===== src/hdl/bped_pkg.sv =====
package bped_pkg;

   localparam int TIME_W    = 32;
   localparam int HOLDOFF_W = 16;

   localparam logic [HOLDOFF_W-1:0] HOLDOFF_RESET = 16'd50;

   // What the merging stage tells one lane at an accepted beat.
   typedef struct packed {
      logic update;   // take the current level as the previous level
      logic store;    // this lane is reported; keep the timestamp
   } lane_ctrl_type;

endpackage


===== src/hdl/bped_if.sv =====
interface bped_req_if
   import bped_pkg::*;
#(
   parameter int LINE_COUNT = 5
) ();
   logic                  valid;
   logic                  ready;
   logic [LINE_COUNT-1:0] line_levels;
   logic [TIME_W-1:0]     now_ms;

   modport source (output valid, line_levels, now_ms, input ready);
   modport sink   (input valid, line_levels, now_ms, output ready);
endinterface

interface bped_rsp_if
#(
   parameter int LINE_COUNT = 5
) ();
   localparam int CODE_W = $clog2(LINE_COUNT + 1);

   logic              valid;
   logic              ready;
   logic [CODE_W-1:0] event_code;

   modport source (output valid, event_code, input ready);
   modport sink   (input valid, event_code, output ready);
endinterface

interface bped_csr_if
   import bped_pkg::*;
();
   logic                 valid;
   logic                 ready;
   logic [HOLDOFF_W-1:0] holdoff_ms;

   modport source (output valid, holdoff_ms, input ready);
   modport sink   (input valid, holdoff_ms, output ready);
endinterface


===== src/hdl/button_press_edge_debounce_unit.sv =====
// An accepted poll's event code is registered onto rsp_port. Throughput: one poll per clock
// unless a result beat stalls; every line's subtract and compare runs in its own lane and
// the priority merge completes in the same cycle, so line history is current for the next poll.
// Reset is synchronous and active high: all previous levels and press times clear to zero,
// the hold-off returns to 50 ms and the output register empties.
module button_press_edge_debounce_unit
   import bped_pkg::*;
#(
   parameter int LINE_COUNT = 5
) (
   input  logic       clock,
   input  logic       reset,
   bped_req_if.sink   req_port,
   bped_rsp_if.source rsp_port,
   bped_csr_if.sink   csr_port
);

   localparam int CODE_W = $clog2(LINE_COUNT + 1);

   logic [HOLDOFF_W-1:0]  holdoff_ff;
   logic [HOLDOFF_W-1:0]  holdoff_in;
   logic                  rsp_valid_ff;
   logic                  rsp_valid_in;
   logic [CODE_W-1:0]     code_ff;
   logic [CODE_W-1:0]     code_in;
   logic                  fire;
   logic [LINE_COUNT-1:0] hit;
   lane_ctrl_type         ctrl [LINE_COUNT];
   logic [CODE_W-1:0]     merge_code;

   assign csr_port.ready = 1'b1;
   assign holdoff_in     = csr_port.valid ? csr_port.holdoff_ms : holdoff_ff;

   // A new beat is taken whenever the output register is empty or being drained.
   assign req_port.ready = !rsp_valid_ff || rsp_port.ready;
   assign fire           = req_port.valid && req_port.ready;

   genvar g;
   generate
      for (g = 0; g < LINE_COUNT; g++) begin : g_lane
         bped_lane u_lane (
            .clock      (clock),
            .reset      (reset),
            .level      (req_port.line_levels[g]),
            .now_ms     (req_port.now_ms),
            .holdoff_ms (holdoff_ff),
            .ctrl       (ctrl[g]),
            .hit        (hit[g])
         );
      end
   endgenerate

   bped_merge #(
      .LINE_COUNT (LINE_COUNT),
      .CODE_W     (CODE_W)
   ) u_merge (
      .fire       (fire),
      .hit        (hit),
      .ctrl       (ctrl),
      .event_code (merge_code)
   );

   assign rsp_valid_in = fire || (rsp_valid_ff && !rsp_port.ready);
   assign code_in      = fire ? merge_code : code_ff;

   always_ff @(posedge clock) begin
      if (reset) begin
         holdoff_ff   <= HOLDOFF_RESET;
         rsp_valid_ff <= 1'b0;
      end else begin
         holdoff_ff   <= holdoff_in;
         rsp_valid_ff <= rsp_valid_in;
      end
      code_ff <= code_in;
   end

   assign rsp_port.valid      = rsp_valid_ff;
   assign rsp_port.event_code = code_ff;

endmodule


===== src/hdl/bped_lane.sv =====
module bped_lane
   import bped_pkg::*;
(
   input  logic                 clock,
   input  logic                 reset,
   input  logic                 level,
   input  logic [TIME_W-1:0]    now_ms,
   input  logic [HOLDOFF_W-1:0] holdoff_ms,
   input  lane_ctrl_type        ctrl,
   output logic                 hit
);

   logic              prev_ff;
   logic              prev_in;
   logic [TIME_W-1:0] last_ff;
   logic [TIME_W-1:0] last_in;
   logic [TIME_W-1:0] elapsed;

   // Wrapping difference, so a timestamp that runs backwards looks very old.
   assign elapsed = now_ms - last_ff;
   assign hit     = level && !prev_ff
                    && (elapsed >= {{(TIME_W - HOLDOFF_W){1'b0}}, holdoff_ms});

   assign prev_in = ctrl.update ? level  : prev_ff;
   assign last_in = ctrl.store  ? now_ms : last_ff;

   always_ff @(posedge clock) begin
      if (reset) begin
         prev_ff <= 1'b0;
         last_ff <= '0;
      end else begin
         prev_ff <= prev_in;
         last_ff <= last_in;
      end
   end

endmodule


===== src/hdl/bped_merge.sv =====
module bped_merge
   import bped_pkg::*;
#(
   parameter int LINE_COUNT = 5,
   parameter int CODE_W     = 3
) (
   input  logic                  fire,
   input  logic [LINE_COUNT-1:0] hit,
   output lane_ctrl_type         ctrl [LINE_COUNT],
   output logic [CODE_W-1:0]     event_code
);

   logic [LINE_COUNT:0] seen;

   // The lowest lane with a hit wins; lanes above it keep their history.
   always_comb begin
      seen[0]    = 1'b0;
      event_code = '0;
      for (int i = 0; i < LINE_COUNT; i++) begin
         ctrl[i].update = fire && !seen[i];
         ctrl[i].store  = fire && hit[i] && !seen[i];
         if (hit[i] && !seen[i]) begin
            event_code = CODE_W'(i + 1);
         end
         seen[i+1] = seen[i] | hit[i];
      end
   end

endmodule


===== src/flat_wrapper.sv =====
// flat-port wrapper written by rule: the top's interface ports become plain ports
module button_press_edge_debounce_unit_flat import bped_pkg::*;
#(
   parameter int LINE_COUNT = 5
)
  (clock, reset, req_port_valid, req_port_line_levels, req_port_now_ms, req_port_ready, rsp_port_valid, rsp_port_event_code, rsp_port_ready, csr_port_valid, csr_port_holdoff_ms, csr_port_ready);
  bped_req_if #(.LINE_COUNT(LINE_COUNT)) req_port_i ();
  bped_rsp_if #(.LINE_COUNT(LINE_COUNT)) rsp_port_i ();
  bped_csr_if csr_port_i ();
  input  logic clock;
  input  logic reset;
  input wire logic [$bits(req_port_i.valid)-1:0] req_port_valid;
  input wire logic [$bits(req_port_i.line_levels)-1:0] req_port_line_levels;
  input wire logic [$bits(req_port_i.now_ms)-1:0] req_port_now_ms;
  output wire logic [$bits(req_port_i.ready)-1:0] req_port_ready;
  output wire logic [$bits(rsp_port_i.valid)-1:0] rsp_port_valid;
  output wire logic [$bits(rsp_port_i.event_code)-1:0] rsp_port_event_code;
  input wire logic [$bits(rsp_port_i.ready)-1:0] rsp_port_ready;
  input wire logic [$bits(csr_port_i.valid)-1:0] csr_port_valid;
  input wire logic [$bits(csr_port_i.holdoff_ms)-1:0] csr_port_holdoff_ms;
  output wire logic [$bits(csr_port_i.ready)-1:0] csr_port_ready;
  assign req_port_i.valid = req_port_valid;
  assign req_port_i.line_levels = req_port_line_levels;
  assign req_port_i.now_ms = req_port_now_ms;
  assign req_port_ready = req_port_i.ready;
  assign rsp_port_valid = rsp_port_i.valid;
  assign rsp_port_event_code = rsp_port_i.event_code;
  assign rsp_port_i.ready = rsp_port_ready;
  assign csr_port_i.valid = csr_port_valid;
  assign csr_port_i.holdoff_ms = csr_port_holdoff_ms;
  assign csr_port_ready = csr_port_i.ready;
  button_press_edge_debounce_unit #(.LINE_COUNT(LINE_COUNT)) u_core (.clock(clock), .reset(reset), .req_port(req_port_i), .rsp_port(rsp_port_i), .csr_port(csr_port_i));
endmodule

===== config.mk =====
export PLATFORM = sky130hd
export DESIGN_NAME = button_press_edge_debounce_unit_flat
export DESIGN_NICKNAME = d
export VERILOG_FILES = /design/src/hdl/bped_pkg.sv /design/src/hdl/bped_if.sv /design/src/hdl/button_press_edge_debounce_unit.sv /design/src/hdl/bped_lane.sv /design/src/hdl/bped_merge.sv /design/src/flat_wrapper.sv
export SDC_FILE = /design/constraint.sdc
export NUM_CORES = 1
export LEC_CHECK = 0
export BUFFER_PORTS_ARGS = -buffer_cell sky130_fd_sc_hd__buf_2
export CAP_MARGIN = 0
export CORE_MARGIN = 2
export CORE_UTILIZATION = 45
export DETAILED_ROUTE_END_ITERATION = 10
export MAX_ROUTING_LAYER = met4
export PLACE_DENSITY = 0.7
export SLEW_MARGIN = 40
export SYNTH_ARGS = -nofsm -noshare
export SYNTH_HDL_FRONTEND = slang
export SYNTH_HIERARCHICAL = 1
export SYNTH_SLANG_ARGS = --single-unit

===== constraint.sdc =====
create_clock -name clock -period 19.1 [get_ports clock]
set_clock_uncertainty 0.2 [all_clocks]
set_input_delay 2.865 -clock clock [delete_from_list [all_inputs] [get_ports clock]]
set_output_delay 2.865 -clock clock [all_outputs]
set_load 0.02 [all_outputs]

# Word level (Yosys, flattened, before mapping)
# Index checks and enable logic that the tools add are counted.
# op_classes
addsub	5
n_lt_le_gt_ge	5
mux	4
bitwise_logic	3
n_reduce_logical	43
# ops
cell	count
32-bit by 16-bit greater-or-equal comparator with 1-bit output	5
32-bit subtractor	5
1-bit logical AND	29
1-bit zero test	11
3-bit two-way mux	2
1-bit bitwise OR	3
1-bit logical OR	2
1-bit two-way mux	2
2-bit OR reduction	1
# totals
regBits	185
inputBits	58
output_inout_bits	6
elab_cells	74

# Longest topological paths before layout
# logic_depth
ltp_word	9
depth_mapped	27
depth_no_buf	25

# Modules after synthesis
# The synthesis kept the hierarchy.
# modules_own_cells
mod	n_inst	cells_each	area_each_um2
bped_lane at u_core.g_lane[2].u_lane ...	2	474	3564.7
bped_lane at u_core.g_lane[1].u_lane	1	459	3606.0
bped_lane at u_core.g_lane[0].u_lane	1	464	3588.4
bped_lane at u_core.g_lane[4].u_lane	1	451	3508.4
button_press_edge_debounce_unit	1	62	728.2
bped_merge	1	18	116.4

# Least setup slack after synthesis
# No wires, ideal clock.
# synth_timing
path_type	in2reg
startpoint	in req_port_now_ms[4]
endpoint	reg u_core.g_lane[4].u_lane.last_ff[0]
t_arrival_ns	8.183
required_time_ns	18.772
slack_ns	10.589
stages	23
path_buffers	2
cell_sequence	ha_1 a21o_1 a31oi_1 a21oi_1 a211oi_1 nor3_1 nor2_1 xnor2_1 ha_1 and4_2 nand2_1 o2111ai_1 or4_1 nor4_2 o2111ai_1 a2111oi_2 a41oi_1 or4b_4 nor3b_2 clkbuf_1 buf_1 mux2i_1 nor2_1
# synth_lines
item	line	text
start: declaration	flat_wrapper.sv:14	input wire logic [$bits(req_port_i.now_ms)-1:0] req_port_now_ms;
end signal: assignment	bped_lane.sv:33	last_ff <= last_in;
end: declaration	bped_lane.sv:15	logic [TIME_W-1:0] last_ff;

==> key figures <==
Outcome
  – Result of the run: finished clean

Global route
  – All-Layer GR Usage: 0.257
  – Global-route wire length before repair: between 80000 and 90000 um
  – GRT overflow: 0
  – Initial antenna violation count: 0
  – Largest net degree at the start of global routing: 93
  – Number of global-route vias before repair: 16.3k

Yosys
  – YS warnings: 6
  – Yosys cell types: 123
  – Post-synth EDFFs: 3
  – Top FF cell, synth: dfxtp_1
  – Post-synth ARST share: 0
  – Synth Instances: 2402
  – Yosys reg bits: ~190
  – Sequential cell area fraction in the yosys report: 0.200
  – Post-Syn Area: roughly 19000 sq um
  – Syn Area/Cell: 7.78 sq um
  – Syn_nets: 2700

Route
  – DR vias/cell: 5.86
  – Final WL: approximately 54000 um
  – Vias: 17.1k
  – Post-route DRC: 0
  – Met3 Wirelength: 2690 um
  – DR pass1 iterations: 5
  – Initial drt markers: between 1k and 1.5k
  – Wire per inst: 18.6 um
  – DR top layer: met4
  – Antenna-violating nets left: 0
  – Met2 WL post-DR: 26000 um
  – Metal-1 WL: 23800 um

CTS
  – CTS tree: done
  – Clk_lat worst skew: roughly 500 ps
  – Count of hold-fix buffers inserted at cts: 0
  – # clock sinks: 185
  – CTS Buf Count: 17
  – Worst-path clk slew: 70 ps
  – CTS H-tree lvls: 4
  – Clock root cell: clkbuf_16
  – Post CTS Setup Buffer Count: 0
  – Clk buf depth: 2
  – CTS resizes: 0

STA
  – Hold Violations, Final: 0
  – Part of the cycle the worst path needs: 0.472
  – RSZ-0062 raised after global routing: no
  – Max Clock Freq: 0.111 GHz
  – Setup TNS: 0 ps
  – Max_slew headroom: 0.516
  – Max-slew violation count: 0
  – Slew @ Worst Pin: approximately 700 ps
  – Setup Viol. Count Final: 0
  – Final Critical Period: ~9000 ps

Worst setup path
  – Crit path capture type: flop
  – FF-to-FF path depth: 23
  – Crit path DAT: 9160 ps
  – Delay of the slowest critical-path stage: approximately 670 ps
  – Worst Setup Start Kind: primary input
  – Required @ worst endpoint: between 15000 and 20000 ps
  – CP Cell Sequence: buf_2, ha_1, a21o_1, a31oi_1, a21oi_1, a211oi_1, nor3_1, nor2_1, xnor2_1, ha_1, and4_2, nand2_1, o2111ai_1, or4_1, nor4_2, o2111ai_1, a2111oi_2, a41oi_2, or4b_4, nor3b_4, buf_4, mux2i_1, nor2_1
  – Setup CP Type: in -> reg
  – Worst-path maximum fanout: 32
  – Worst-path cell with the longest stage delay: or4b_4

Cells and area
  – Number of fill cells: 4020
  – Register area: 3730 sq um
  – Most frequent cells in the layout: 299 x nor2_1, 283 x inv_1, 235 x ha_1
  – Synthesis-to-layout area growth: 5.72%
  – Layout cell share with drive strength beyond 1: 0.0773
  – Area of the multi-input gates: approximately 13000 sq um
  – Fin nets: about 2.7k
  – Diodes inserted: 0
  – Commonest non-fill, non-tap cell in the layout: nor2_1

Placed design
  – Global placer's final weighted congestion: 0.947
  – Dpl hpwl: between 40000 and 50000 um
  – PortBufs: 62

Flow run
  – MaxCap Viol Count: 0

Worst hold path
  – Hold Path Cell Cnt: 2
  – HP Class: reg -> reg

Pwr
  – PwrDens: ~62 nW/um^2
  – Max VDD drop: around 0.061 mV
  – Power, Total: 0.00122 W
  – LEAKAGE: around 7.6 nW

Floorplan
  – Die Y-Extent: a little over 200 um
  – # rows: 74
  – Core footprint: 40900 sq um
  – DIE AREA: roughly 43000 sq um
  – Die width: 208 um
  – Starting density of the core: 0.456
  – I/O pin count: 64
-- registers in the layout, indices dropped and copies added, names as in the netlist --
| register | flops |
|---|---|
| u_core/g_lane.u_lane/last_ff | 160 |
| u_core/g_lane.u_lane/prev_ff | 5 |
| u_core/holdoff_ff | 16 |
| u_core/rsp_port.event_code | 3 |
| u_core/rsp_port.valid | 1 |
-- per-stage QoR --
step	util	hold slack, ps	cell area [sq um]	worst slack (ps)	cells
3_3_place_gp	0.468	266	19200	9610	2897
5_1_grt	0.482	312	19700	9680	2926
6_report	0.482	287	19700	10090	2926
3_5_place_dp	0.468	273	19200	9530	2897
2_1_floorplan	-	251	18700	10590	2402
4_1_cts	0.482	291	19700	10050	2926
-- Yosys cell counts, drive strengths merged, types with 53 or more instances --
| cell type | instances | area, sq um |
|---|---|---|
| xnor2 | 77 | 674 |
| ha | 235 | 2940 |
| nor2 | 299 | 1120 |
| dfxtp | 182 | 3640 |
| inv | 289 | 1080 |
| o21ai | 93 | 473 |
| clkbuf | 54 | 223 |
| nand2 | 138 | 523 |
| nand4 | 53 | 332 |
| a21oi | 170 | 873 |
| a21o | 59 | 448 |
| mux2i | 189 | 1890 |
-- cells by family (layout without fill, tap and decap cells) --
group | count (synthesis) | in the layout | share of synthesized area
xor+xnor | 109 | 109 | 0.0511
fa+ha+maj | 240 | 240 | 0.163
flops | 185 | 185 | 0.200
mux | 189 | 189 | 0.101
compound gates | 557 | 557 | 0.210
other cells | 1 | 1 | 0.000201
simple gates | 728 | 728 | 0.187
buf+inv | 393 | 385 | 0.0878
-- power by group --
part / internal (W) / total, W / leakage, nW / switching [W]
registers: 0.000399 / 0.000412 / 1.51 / 0.0000123
clock network: 0.000203 / 0.000364 / 0.272 / 0.000162
logic: 0.000174 / 0.000441 / 5.85 / 0.000267
total: 0.000776 / 0.00122 / 7.63 / 0.000441
-- path summary, 6_finish.rpt --
path                                              to  slack [ps]                               start
setup / recovery  u_core/g_lane[4].u_lane/last_ff[1]       10090                  req_port_now_ms[4]
hold / removal       u_core/g_lane[0].u_lane/prev_ff         290     u_core/g_lane[0].u_lane/prev_ff
setup reg to reg  u_core/g_lane[4].u_lane/last_ff[1]       12340  u_core/g_lane[1].u_lane/last_ff[4]
hold reg to reg      u_core/g_lane[0].u_lane/prev_ff         290     u_core/g_lane[0].u_lane/prev_ff
-- routing by layer --
metal	up-vias	GRT usage
li1	8451	-
met2	524	0.431
met5	-	-
met1	8052	0.313
met3	118	0.0369
met4	0	0.0959
-- critical path: cells and delay by family --
family	cells	cell delay, ps
adders and majority gates	2	660
xor gates and xnor gates	1	140
buffers and inverters	2	710
muxes	1	270
AOI/OAI and AO/OA	8	2260
and+or+nand+nor	9	2210
-- cell type report --
type | count | share of cell area
inverter | 289 | 0.0549
sequential | 185 | 0.189
multi-input combinational | 1824 | 0.675
timing repair buffer | 67 | 0.0181
tap | 532 | 0.0337
clock inverter | 9 | 0.00653
clock buffer | 20 | 0.0221
Note: power is estimated with default switching activity, not from simulation.
